==> src/sv/sbpe_pkg.sv <==
// Shared types and constants for the sparse block pattern expander.
// Used by sbpe_ctrl, sbpe_dp and sparse_block_pattern_expand.
`timescale 1ns / 1ps
`default_nettype none

package sbpe_pkg;

  localparam int ACT_W      = 2;
  localparam int VAL_W      = 24;
  localparam int SLOT_W     = 30;
  localparam int DATA_W     = 31;
  localparam int CFG_IDX_W  = 2;
  localparam int CFG_DATA_W = 4;

  localparam logic [CFG_IDX_W-1:0] REG_ROW_BLOCK  = 2'd0;
  localparam logic [CFG_IDX_W-1:0] REG_COL_BLOCK  = 2'd1;
  localparam logic [CFG_IDX_W-1:0] REG_OFFSET_IN  = 2'd2;
  localparam logic [CFG_IDX_W-1:0] REG_OFFSET_OUT = 2'd3;

  localparam logic KIND_PTR = 1'b0;
  localparam logic KIND_COL = 1'b1;

  typedef enum logic [ACT_W-1:0] {
    ACT_ROW = 2'd0,
    ACT_COL = 2'd1,
    ACT_FIN = 2'd2
  } action_t;

  typedef enum logic [1:0] {
    ST_IDLE,
    ST_MUL,
    ST_SETUP,
    ST_EMIT
  } state_t;

  typedef struct packed {
    logic load;
    logic mul;
    logic setup;
    logic fire;
  } ctrl_cmd_t;

  typedef struct packed {
    logic act_known;
    logic last_beat;
    logic out_free;
  } dp_stat_t;

endpackage

`default_nettype wire

==> src/sv/sbpe_ctrl.sv <==
// Controller state machine for the sparse block pattern expander.
// Depends on sbpe_pkg; drives commands into sbpe_dp and reads its status.
`timescale 1ns / 1ps
`default_nettype none

module sbpe_ctrl
  import sbpe_pkg::*;
(
  input  wire logic      clk,
  input  wire logic      rst,
  input  wire logic      in_valid,
  output logic           in_stall,
  input  wire dp_stat_t  stat,
  output ctrl_cmd_t      cmd
);

  state_t state;
  state_t state_next;

  always_ff @(posedge clk) begin
    if (rst) begin
      state <= ST_IDLE;
    end else begin
      state <= state_next;
    end
  end

  always_comb begin
    state_next = state;
    unique case (state)
      ST_IDLE: begin
        if (in_valid && stat.act_known) begin
          state_next = ST_MUL;
        end
      end
      ST_MUL: begin
        state_next = ST_SETUP;
      end
      ST_SETUP: begin
        state_next = ST_EMIT;
      end
      ST_EMIT: begin
        if (stat.out_free && stat.last_beat) begin
          state_next = ST_IDLE;
        end
      end
      default: begin
        state_next = ST_IDLE;
      end
    endcase
  end

  always_comb begin
    in_stall  = 1'b1;
    cmd.load  = 1'b0;
    cmd.mul   = 1'b0;
    cmd.setup = 1'b0;
    cmd.fire  = 1'b0;
    unique case (state)
      ST_IDLE: begin
        in_stall = 1'b0;
        cmd.load = in_valid && stat.act_known;
      end
      ST_MUL: begin
        cmd.mul = 1'b1;
      end
      ST_SETUP: begin
        cmd.setup = 1'b1;
      end
      ST_EMIT: begin
        cmd.fire = stat.out_free;
      end
      default: begin
        in_stall = 1'b1;
      end
    endcase
  end

endmodule

`default_nettype wire

==> src/sv/sbpe_dp.sv <==
// Datapath of the sparse block pattern expander: configuration, row state,
// products, running slot and data counters, and the result register.
// Depends on sbpe_pkg; controlled by sbpe_ctrl.
`timescale 1ns / 1ps
`default_nettype none

module sbpe_dp
  import sbpe_pkg::*;
#(
  parameter int MAX_BLOCK  = 8,
  parameter int INDEX_BITS = 24
) (
  input  wire logic                  clk,
  input  wire logic                  rst,
  input  wire ctrl_cmd_t             cmd,
  output dp_stat_t                   stat,
  input  wire logic [ACT_W-1:0]      action,
  input  wire logic [VAL_W-1:0]      first_value,
  input  wire logic [VAL_W-1:0]      second_value,
  input  wire logic                  cfg_we,
  input  wire logic [CFG_IDX_W-1:0]  cfg_index,
  input  wire logic [CFG_DATA_W-1:0] cfg_data,
  output logic                       out_valid,
  input  wire logic                  out_stall,
  output logic                       kind,
  output logic [SLOT_W-1:0]          slot,
  output logic [DATA_W-1:0]          data,
  output logic                       last
);

  localparam int BW = $clog2(MAX_BLOCK + 1);
  localparam int KW = (MAX_BLOCK > 1) ? $clog2(MAX_BLOCK) : 1;
  localparam int IW = INDEX_BITS;

  logic [BW-1:0]     rb_c;
  logic [BW-1:0]     cb_c;
  logic              off_in;
  logic              off_out;
  logic [BW-1:0]     blk_next;

  action_t           act_r;
  logic [VAL_W-1:0]  first_r;
  logic [IW-1:0]     s_r;
  logic [IW-1:0]     len_r;
  logic [2*BW-1:0]   bs_r;

  logic [IW-1:0]     row_number;
  logic [IW-1:0]     row_start;
  logic [IW-1:0]     row_length;
  logic [IW-1:0]     row_position;

  logic [DATA_W-1:0] m1;
  logic [DATA_W-1:0] m2;
  logic [DATA_W-1:0] m3;
  logic [DATA_W-1:0] m4;
  logic [DATA_W-1:0] a1;
  logic [DATA_W-1:0] a2;
  logic [DATA_W-1:0] a3;
  logic [DATA_W-1:0] b3;
  logic [DATA_W-1:0] sum13;
  logic [DATA_W-1:0] dbase_next;

  logic [SLOT_W-1:0] slot_cur;
  logic [SLOT_W-1:0] row_acc;
  logic [SLOT_W-1:0] row_acc_next;
  logic [DATA_W-1:0] data_cur;
  logic [DATA_W-1:0] data_base;
  logic [KW-1:0]     k_cnt;
  logic [KW-1:0]     j_cnt;
  logic              k_last;
  logic              j_last;
  logic              last_beat;

  // Clamp a block size write into 1..MAX_BLOCK.
  always_comb begin
    if (cfg_data == '0) begin
      blk_next = BW'(1);
    end else if (cfg_data > CFG_DATA_W'(MAX_BLOCK)) begin
      blk_next = BW'(MAX_BLOCK);
    end else begin
      blk_next = BW'(cfg_data);
    end
  end

  always_ff @(posedge clk) begin
    if (rst) begin
      rb_c    <= BW'(1);
      cb_c    <= BW'(1);
      off_in  <= 1'b0;
      off_out <= 1'b0;
    end else if (cfg_we) begin
      unique case (cfg_index)
        REG_ROW_BLOCK:  rb_c    <= blk_next;
        REG_COL_BLOCK:  cb_c    <= blk_next;
        REG_OFFSET_IN:  off_in  <= cfg_data[0];
        REG_OFFSET_OUT: off_out <= cfg_data[0];
        default: begin
        end
      endcase
    end
  end

  // Capture the beat.
  always_ff @(posedge clk) begin
    if (cmd.load) begin
      act_r   <= action_t'(action);
      first_r <= first_value;
      s_r     <= IW'(first_value) - IW'(off_in);
      len_r   <= IW'(second_value) - IW'(first_value);
      bs_r    <= (2 * BW)'(rb_c) * (2 * BW)'(cb_c);
    end
  end

  // Operand selection for the product stage.
  always_comb begin
    a1 = DATA_W'(first_r);
    a2 = DATA_W'(row_length);
    a3 = DATA_W'(row_number);
    b3 = DATA_W'(rb_c);
    unique case (act_r)
      ACT_ROW: begin
        a1 = DATA_W'(s_r);
        a2 = DATA_W'(len_r);
      end
      ACT_COL: begin
        a1 = DATA_W'(row_start);
        a3 = DATA_W'(row_position);
        b3 = DATA_W'(cb_c);
      end
      default: begin
      end
    endcase
  end

  always_ff @(posedge clk) begin
    if (cmd.mul) begin
      m1 <= a1 * DATA_W'(bs_r);
      m2 <= a2 * DATA_W'(cb_c);
      m3 <= a3 * b3;
      m4 <= DATA_W'(s_r) * DATA_W'(cb_c);
    end
  end

  assign sum13        = m1 + m3;
  assign dbase_next   = m4 + DATA_W'(off_out);
  assign row_acc_next = row_acc + SLOT_W'(m2);

  assign k_last = (BW'(k_cnt) + BW'(1)) == rb_c;
  assign j_last = (BW'(j_cnt) + BW'(1)) == cb_c;

  always_comb begin
    unique case (act_r)
      ACT_ROW: last_beat = k_last;
      ACT_COL: last_beat = k_last && j_last;
      default: last_beat = 1'b1;
    endcase
  end

  // Row state.
  always_ff @(posedge clk) begin
    if (rst) begin
      row_number   <= '0;
      row_start    <= '0;
      row_length   <= '0;
      row_position <= '0;
    end else if (cmd.setup) begin
      unique case (act_r)
        ACT_ROW: begin
          row_start    <= s_r;
          row_length   <= len_r;
          row_position <= '0;
          row_number   <= row_number + IW'(1);
        end
        ACT_COL: begin
          row_position <= row_position + IW'(1);
        end
        default: begin
          row_number   <= '0;
          row_start    <= '0;
          row_length   <= '0;
          row_position <= '0;
        end
      endcase
    end
  end

  // Running slot and data for the beats of one item.
  always_ff @(posedge clk) begin
    if (cmd.setup) begin
      k_cnt <= '0;
      j_cnt <= '0;
      unique case (act_r)
        ACT_COL: begin
          row_acc   <= SLOT_W'(sum13);
          slot_cur  <= SLOT_W'(sum13);
          data_base <= dbase_next;
          data_cur  <= dbase_next;
        end
        default: begin
          slot_cur <= SLOT_W'(m3);
          data_cur <= m1 + DATA_W'(off_out);
        end
      endcase
    end else if (cmd.fire) begin
      unique case (act_r)
        ACT_ROW: begin
          k_cnt    <= k_cnt + KW'(1);
          slot_cur <= slot_cur + SLOT_W'(1);
          data_cur <= data_cur + m2;
        end
        ACT_COL: begin
          if (j_last) begin
            j_cnt    <= '0;
            k_cnt    <= k_cnt + KW'(1);
            row_acc  <= row_acc_next;
            slot_cur <= row_acc_next;
            data_cur <= data_base;
          end else begin
            j_cnt    <= j_cnt + KW'(1);
            slot_cur <= slot_cur + SLOT_W'(1);
            data_cur <= data_cur + DATA_W'(1);
          end
        end
        default: begin
        end
      endcase
    end
  end

  // Result register.
  always_ff @(posedge clk) begin
    if (rst) begin
      out_valid <= 1'b0;
    end else if (cmd.fire) begin
      out_valid <= 1'b1;
    end else if (!out_stall) begin
      out_valid <= 1'b0;
    end
  end

  always_ff @(posedge clk) begin
    if (cmd.fire) begin
      kind <= (act_r == ACT_COL) ? KIND_COL : KIND_PTR;
      slot <= slot_cur;
      data <= data_cur;
      last <= last_beat;
    end
  end

  assign stat.act_known = (action == ACT_ROW) || (action == ACT_COL) || (action == ACT_FIN);
  assign stat.last_beat = last_beat;
  assign stat.out_free  = !out_valid || !out_stall;

endmodule

`default_nettype wire

==> src/sv/sparse_block_pattern_expand.sv <==
// Top level of the sparse block pattern expander.
// Depends on sbpe_pkg, sbpe_ctrl and sbpe_dp.
//
//   channel  handshake                  payload
//   -------  -------------------------  -------------------------------------
//   in       in_valid / in_stall        action, first_value, second_value
//   out      out_valid / out_stall      kind, slot, data, last
//   cfg      cfg_valid / cfg_ready      cfg_index, cfg_data
//
// An unknown action is dropped in its accept cycle. The single result register
// emits one beat per cycle unless out_stall holds it.
// rst is synchronous and clears config to its defaults and row state to zero.
// out_stall holds the result register and pauses emission; in_stall is low
// only while no item is in work.
`timescale 1ns / 1ps
`default_nettype none

module sparse_block_pattern_expand
  import sbpe_pkg::*;
#(
  parameter int MAX_BLOCK  = 8,
  parameter int INDEX_BITS = 24
) (
  input  wire logic                  clk,
  input  wire logic                  rst,
  input  wire logic                  in_valid,
  output logic                       in_stall,
  input  wire logic [ACT_W-1:0]      action,
  input  wire logic [VAL_W-1:0]      first_value,
  input  wire logic [VAL_W-1:0]      second_value,
  output logic                       out_valid,
  input  wire logic                  out_stall,
  output logic                       kind,
  output logic [SLOT_W-1:0]          slot,
  output logic [DATA_W-1:0]          data,
  output logic                       last,
  input  wire logic                  cfg_valid,
  output logic                       cfg_ready,
  input  wire logic [CFG_IDX_W-1:0]  cfg_index,
  input  wire logic [CFG_DATA_W-1:0] cfg_data
);

  ctrl_cmd_t cmd;
  dp_stat_t  stat;

  assign cfg_ready = 1'b1;

  sbpe_ctrl u_ctrl (
    .clk      (clk),
    .rst      (rst),
    .in_valid (in_valid),
    .in_stall (in_stall),
    .stat     (stat),
    .cmd      (cmd)
  );

  sbpe_dp #(
    .MAX_BLOCK  (MAX_BLOCK),
    .INDEX_BITS (INDEX_BITS)
  ) u_dp (
    .clk          (clk),
    .rst          (rst),
    .cmd          (cmd),
    .stat         (stat),
    .action       (action),
    .first_value  (first_value),
    .second_value (second_value),
    .cfg_we       (cfg_valid && cfg_ready),
    .cfg_index    (cfg_index),
    .cfg_data     (cfg_data),
    .out_valid    (out_valid),
    .out_stall    (out_stall),
    .kind         (kind),
    .slot         (slot),
    .data         (data),
    .last         (last)
  );

endmodule

`default_nettype wire

==> config.mk <==
export PLATFORM = sky130hd
export DESIGN_NAME = sparse_block_pattern_expand
export DESIGN_NICKNAME = d
export VERILOG_FILES = /design/src/sv/sbpe_pkg.sv /design/src/sv/sbpe_ctrl.sv /design/src/sv/sbpe_dp.sv /design/src/sv/sparse_block_pattern_expand.sv
export SDC_FILE = /design/constraint.sdc
export NUM_CORES = 2
export LEC_CHECK = 0
export BUFFER_PORTS_ARGS = -buffer_cell sky130_fd_sc_hd__buf_4
export CORE_MARGIN = 2
export CORE_UTILIZATION = 40
export CTS_CLUSTER_SIZE = 25
export DETAILED_ROUTE_END_ITERATION = 6
export GPL_TIMING_DRIVEN = 0
export PLACE_DENSITY = 0.63
export SLEW_MARGIN = 20
export SYNTH_ARGS = -nofsm -noshare
export SYNTH_HDL_FRONTEND = slang
export SYNTH_SLANG_ARGS = --single-unit
==> constraint.sdc <==
create_clock -name clk -period 8.5 [get_ports clk]
set_input_delay 0.85 -clock clk [delete_from_list [all_inputs] [get_ports clk]]
set_output_delay 0.85 -clock clk [all_outputs]
set_load 0.05 [all_outputs]
Word level (Yosys, flattened, before mapping):

Cells that the tools add are included.

* register bits: 500
* bits of input ports: 61
* output and inout port bits: 66
* word-level logic and storage cells: 134

* add/sub/neg operators: 15
* multipliers: 5
* magnitude comparators: 1
* equality and inequality tests: 15
* mux-type cells: 40
* bitwise gates (word level): 1
* reduce and logical (&&, ||, !) cells: 28

Operators with widths (number)
* $mux W30: 9
* $pmux W24 S2: 4
* $mux W31: 4
* $mul A24 B4 Y28: 3
* $mux W24: 3
* $pmux W31 S2: 1
* $pmux W30 S2: 1
* $add A24 B1 Y24 const B: 2
* $add A31 B1 Y31: 1
* $add A31 B1 Y31 const B: 1
* $add A31 B31 Y31: 1
* $mul A24 B8 Y31: 1
* $add A30 B1 Y30 const B: 1
* $add A30 B28 Y30: 1
* $add A30 B30 Y30: 1
* $add A28 B1 Y29: 1
* $sub A24 B1 Y24: 1
* $sub A24 B24 Y24: 1
* $reduce_and A2 Y1: 9
* $mux W4: 3
* $eq A2 B2 Y1 const B: 5
* $add A3 B1 Y4 const B: 2
* $eq A2 B1 Y1 const B: 4
* $eq A4 B4 Y1: 2
* other kinds (19): 43

Logic depth before layout (Yosys ltp):

* word-level depth: 7
* gate-level depth with buffers: 25
* gate-level depth less buffers: 22

Modules after synthesis:

A second synthesis with hierarchy kept.

* cell total of the unflattened synthesis: 4326
* area total of the unflattened synthesis: 41329.6 um^2

By module, submodules not included
* sbpe_dp: times used 1, cells each 4302, area each 41110.7 um^2, seq. area each 13703.1 um^2
* sbpe_ctrl: times used 1, cells each 22, area each 207.7 um^2, seq. area each 40.0 um^2
* sparse_block_pattern_expand: times used 1, cells each 2, area each 11.3 um^2, seq. area each 0.0 um^2

Worst setup path before layout:

No wires, ideal clock.

* kind: flip-flop to flip-flop
* start: register u_dp.act_r[0]
* end: register u_dp.m1[30], data pin
* setup time: 0.260 ns
* arrival time: 6.302 ns
* data required time: 8.240 ns
* slack: 1.938 ns
* stages on the path, launching flop included: 23
* buffers on the path: 2
* period minus slack after synthesis: 6.562 ns
* cells stage by stage: edfxtp_1 clkbuf_1 clkbuf_1 mux2i_1 nor2_1 a21oi_1 nor2b_1 fa_1 fa_1 fa_1 inv_1 fa_1 inv_1 ha_1 a21o_1 a21o_1 a221o_1 a21oi_1 a2111oi_0 o41ai_2 o21ai_1 a221oi_2 xnor2_1

* word-level cells in the longest chain between the ends: 3
* elaborated cells on any way between the ends: 4
* classes of those cells: mul: 1; eq/ne: 1; mux: 1; reduce/logical: 1

Ends and longest elaborated chain
* start, declared: RTL line sbpe_dp.sv:41 `action_t act_r;`
* start signal, assigned: RTL line sbpe_dp.sv:106 `act_r <= action_t'(action);`
* $eq A2 B1 Y1 / $logic_not A2 Y1 (equally long branches): RTL line sbpe_dp.sv:120 `unique case (act_r)`
* $pmux W24 S2 *: RTL line sbpe_dp.sv:120
* $mul A24 B8 Y31 *: RTL line sbpe_dp.sv:137 `m1 <= a1 * DATA_W'(bs_r);`
* end signal, assigned: RTL line sbpe_dp.sv:137
* end, declared: RTL line sbpe_dp.sv:52 `logic [DATA_W-1:0] m1;`

Mark *: on every way between the ends. The rest lies on a longest branch, timed or not.
A chain may end at the register's enable or synchronous reset.

Final worst setup path:

Same ends and word-level chain as after synthesis.

==> impl_metrics.csv <==
group,metric,value,unit
status,status,"finished, final reports clean",
synth,synth_area_leaders,"edfxtp_1, fa_1, ha_1",
critical_path,cp_slowest_stage_delay,740,ps
critical_path,path_cells,"clkbuf_1 -> clkbuf_1 -> mux2i_1 -> nor2_1 -> a21oi_1 -> nand2b_1 -> fa_1 -> fa_1 -> inv_1 -> fa_1 -> inv_1 -> fa_1 -> inv_1 -> ha_1 -> or3_1 -> o221a_2 -> a21oi_1 -> a2111oi_0 -> o41ai_2 -> o21ai_1 -> a221oi_2 -> xnor2_1",
global_routing,grt.total_usage,0.230,
timing,tightest_slew,1200,ps
global_routing,grt_pass1_wl,187,mm
timing,slew_headroom,0.200,
clocking,clkLatencyLatePin,620,ps
clocking,clock_sinks,495,
synth,yosys_warnings,0,
finish,syn2layout_area_growth,11.7,%
global_routing,antenna_found_initial,1,
global_routing,met3_usage,0.0301,
synth,seq_area_frac_synth,0.332,
timing,max_freq,123,MHz
die,dieArea,106000,um^2
timing,hold_slack,437,ps
clocking,cts_resized,0,
critical_path,path_class,"reg -> reg",
finish,n_fill_cell,9880,
placement,place_hpwl,100,mm
min_path,hp-class,"in -> reg",
power,p_sw,0.00776,W
synth,synth_fp_nets,4897,
synth,synth_seq_cells,495,
power,power_density,361,nW/um^2
placement,place_ws,422,ps
synth,yosys.area.top_type_share,0.276,
placement,place_congestion,0.946,
clocking,clock_path_buffers,3,
route,wl_per_cell,21.1,um
route,ant_nets,0,
die,die_w,326,um
finish,seq_area,13700,um^2
synth,yosysTopAreaCell,"edfxtp_1",
synth,synth.distinct_cells,86,
route,drtPass1Iterations,7,
global_routing,use_met1,0.321,
critical_path,crit_path_frequent_cell,"fa_1",
placement,port_buffers,125,
critical_path,cp.depth,22,
clocking,cts_hold_buf,0,
power,fin_total_pwr,0.0167,W
timing,slew_viol_final,0,
power,ir_worst_vdd,0.000299,V
critical_path,cp.arrival,8470,ps
timing,fin_tns_setup,0,ps
route,wl,124,mm
critical_path,critPathTopFamily,"compound AO/OA/AOI/OAI gates",
route,drc,0,
clocking,cts_buffers,56,
synth,synth_area,41400,um^2
synth,synth-edff-count,380,
critical_path,cp_data_required_time,8870,ps
timing,hold_violations,0,
timing,post-route-period-util,0.953,
timing,timing.final.ws_setup,397,ps
power,internal_power,0.00889,W
clocking,clkTransAtPathRegs,60,ps
finish,fin_cells,5893,
critical_path,cp_slowest_cell,"a21oi_1",
route,dr.first_iter.drc_count,3037,
die,fp.dieH,326,um
synth,postSynthAreaPerCell,9.65,um^2
synth,ys.flop_type,"edfxtp_1",
power,p_seq_frac,0.265,
power,p_leak,19.6,nW
finish,n_antenna_cell,0,
power,swShare,0.466,
global_routing,grt_overflow_total,0,
critical_path,worstSetupEndpointType,"register",
timing,rsz0062_at_grt,"false",
timing,finalCriticalPeriod,8100,ps
timing,fin_skew,24.1,ps
route,vias_per_cell,5.47,
die,start_util,0.405,
finish,nNetsFinal,5092,
synth,synth.most_common_cell,"nand2_1",
critical_path,cp-start-kind,"register",
global_routing,grt.busiest_layer,"met2",
critical_path,critPathMaxFanout,10,
route,vias,32300,
die,rows,117,
global_routing,grt_max_degree,58,
clocking,cts_setup_buffers,0,
clocking,cts_root_buf,"clkbuf_16",
power,combPwrFrac,0.585,
global_routing,use_met2,0.365,
min_path,hold_depth,1,
flow_run,drv_cap,0,
timing,setup_viol,0,
critical_path,cp_num_buf_inv,5,
global_routing,grt_pass1_vias,30800,
placement,dp_cells,5789,
critical_path,worstRegToRegCells,22,
finish,drive_gt1_frac,0.0696,
synth,synth_top_cells_by_count,"nand2_1, inv_1, edfxtp_1",
die,pin_count,127,
clocking,htreeDepth,2,
synth,syn-instance-count,4284,
die,core_area,102000,um^2
synth,async_flop_share,0,
power,p_clk_frac,0.150,
clocking,cts_tree,"done",
finish,multi_input_area,25600,um^2
-- power groups by stage --
| stage | Sequential [W] | Combinational [W] | Clock, W |
|---|---|---|---|
| after floorplan | 0.00419 | 0.00684 | 0 |
| after global placement | 0.00453 | 0.00935 | 0 |
| after detailed placement | 0.00444 | 0.00955 | 0 |
| after CTS | 0.00439 | 0.00962 | 0.00253 |
| after global routing | 0.00444 | 0.0107 | 0.00261 |
| final | 0.00442 | 0.00975 | 0.00249 |
-- routing by layer --
metal  vias up  routed length [um]
met2      1231               55700
met4         2                5420
met1     15600               54200
met5         -                  10
met3       206                8940
li1      15200                   -
-- flip-flops by register name (all words and copies together) (netlist names), 24 cells and up --
| signal | count |
|---|---|
| u_dp.len_r | 24 |
| u_dp.slot_cur | 30 |
| u_dp.row_acc | 30 |
| u_dp.m4 | 28 |
| u_dp.m1 | 31 |
| u_dp.row_length | 24 |
| u_dp.s_r | 24 |
| u_dp.first_r | 24 |
| u_dp.data_base | 29 |
| u_dp.data_cur | 31 |
| u_dp.row_start | 24 |
| u_dp.row_number | 24 |
| u_dp.m3 | 28 |
| u_dp.row_position | 24 |
| u_dp.slot | 30 |
| u_dp.m2 | 28 |
| u_dp.data | 31 |
-- through the flow --
| stage | cell area [um^2] | util |
|---|---|---|
| after floorplan | 41400 | - |
| after global placement | 44000 | 0.431 |
| after detailed placement | 44300 | 0.434 |
| after CTS | 46200 | 0.452 |
| after global routing | 46200 | 0.452 |
| final | 46200 | 0.452 |
-- path summary, 6_finish.rpt --
check	startpoint	end	slack (ps)
worst min-delay path	first_value[22]	u_dp.first_r[22]	440
worst max-delay path	u_dp.act_r[0]	u_dp.m1[30]	400
worst min register to register	u_dp.row_length[11]	u_dp.row_length[11]	460
worst max register to register	u_dp.act_r[0]	u_dp.m1[30]	400
-- cell families (layout without fill, tap and decap cells) --
kind of cell	Yosys count	in the layout	synth area share
flip-flops	495	495	0.332
XOR/XNOR	365	365	0.0773
buffers and inverters	542	783	0.0493
AND/OR/NAND/NOR	1428	1428	0.166
multiplexers	110	110	0.0331
other	1	1	0.0000907
adder cells (fa/ha/maj)	552	552	0.216
AO/OA/AOI/OAI	791	791	0.126
-- final cells by class --
type / instances / area share
inverters: 397 / 0.0323
plain buffers: 145 / 0.0119
repair buffers: 137 / 0.0261
flip-flops and latches: 495 / 0.297
well taps: 1368 / 0.0370
clock buffers: 71 / 0.0329
clock inverters: 33 / 0.00769
multi-input cells: 3247 / 0.555
-- layout by cell type, fill, tap and decap left out, types with 127 or more instances in the layout --
| cell | instances |
|---|---|
| a21oi_1 | 220 |
| buf_4 | 127 |
| clkbuf_1 | 139 |
| edfxtp_1 | 380 |
| fa_1 | 271 |
| ha_1 | 280 |
| inv_1 | 394 |
| nand2_1 | 521 |
| nor2_1 | 270 |
| nor2b_1 | 176 |
| o21ai_0 | 165 |
| xnor2_1 | 228 |
| xor2_1 | 137 |
Power figures use the tool's default switching activity.
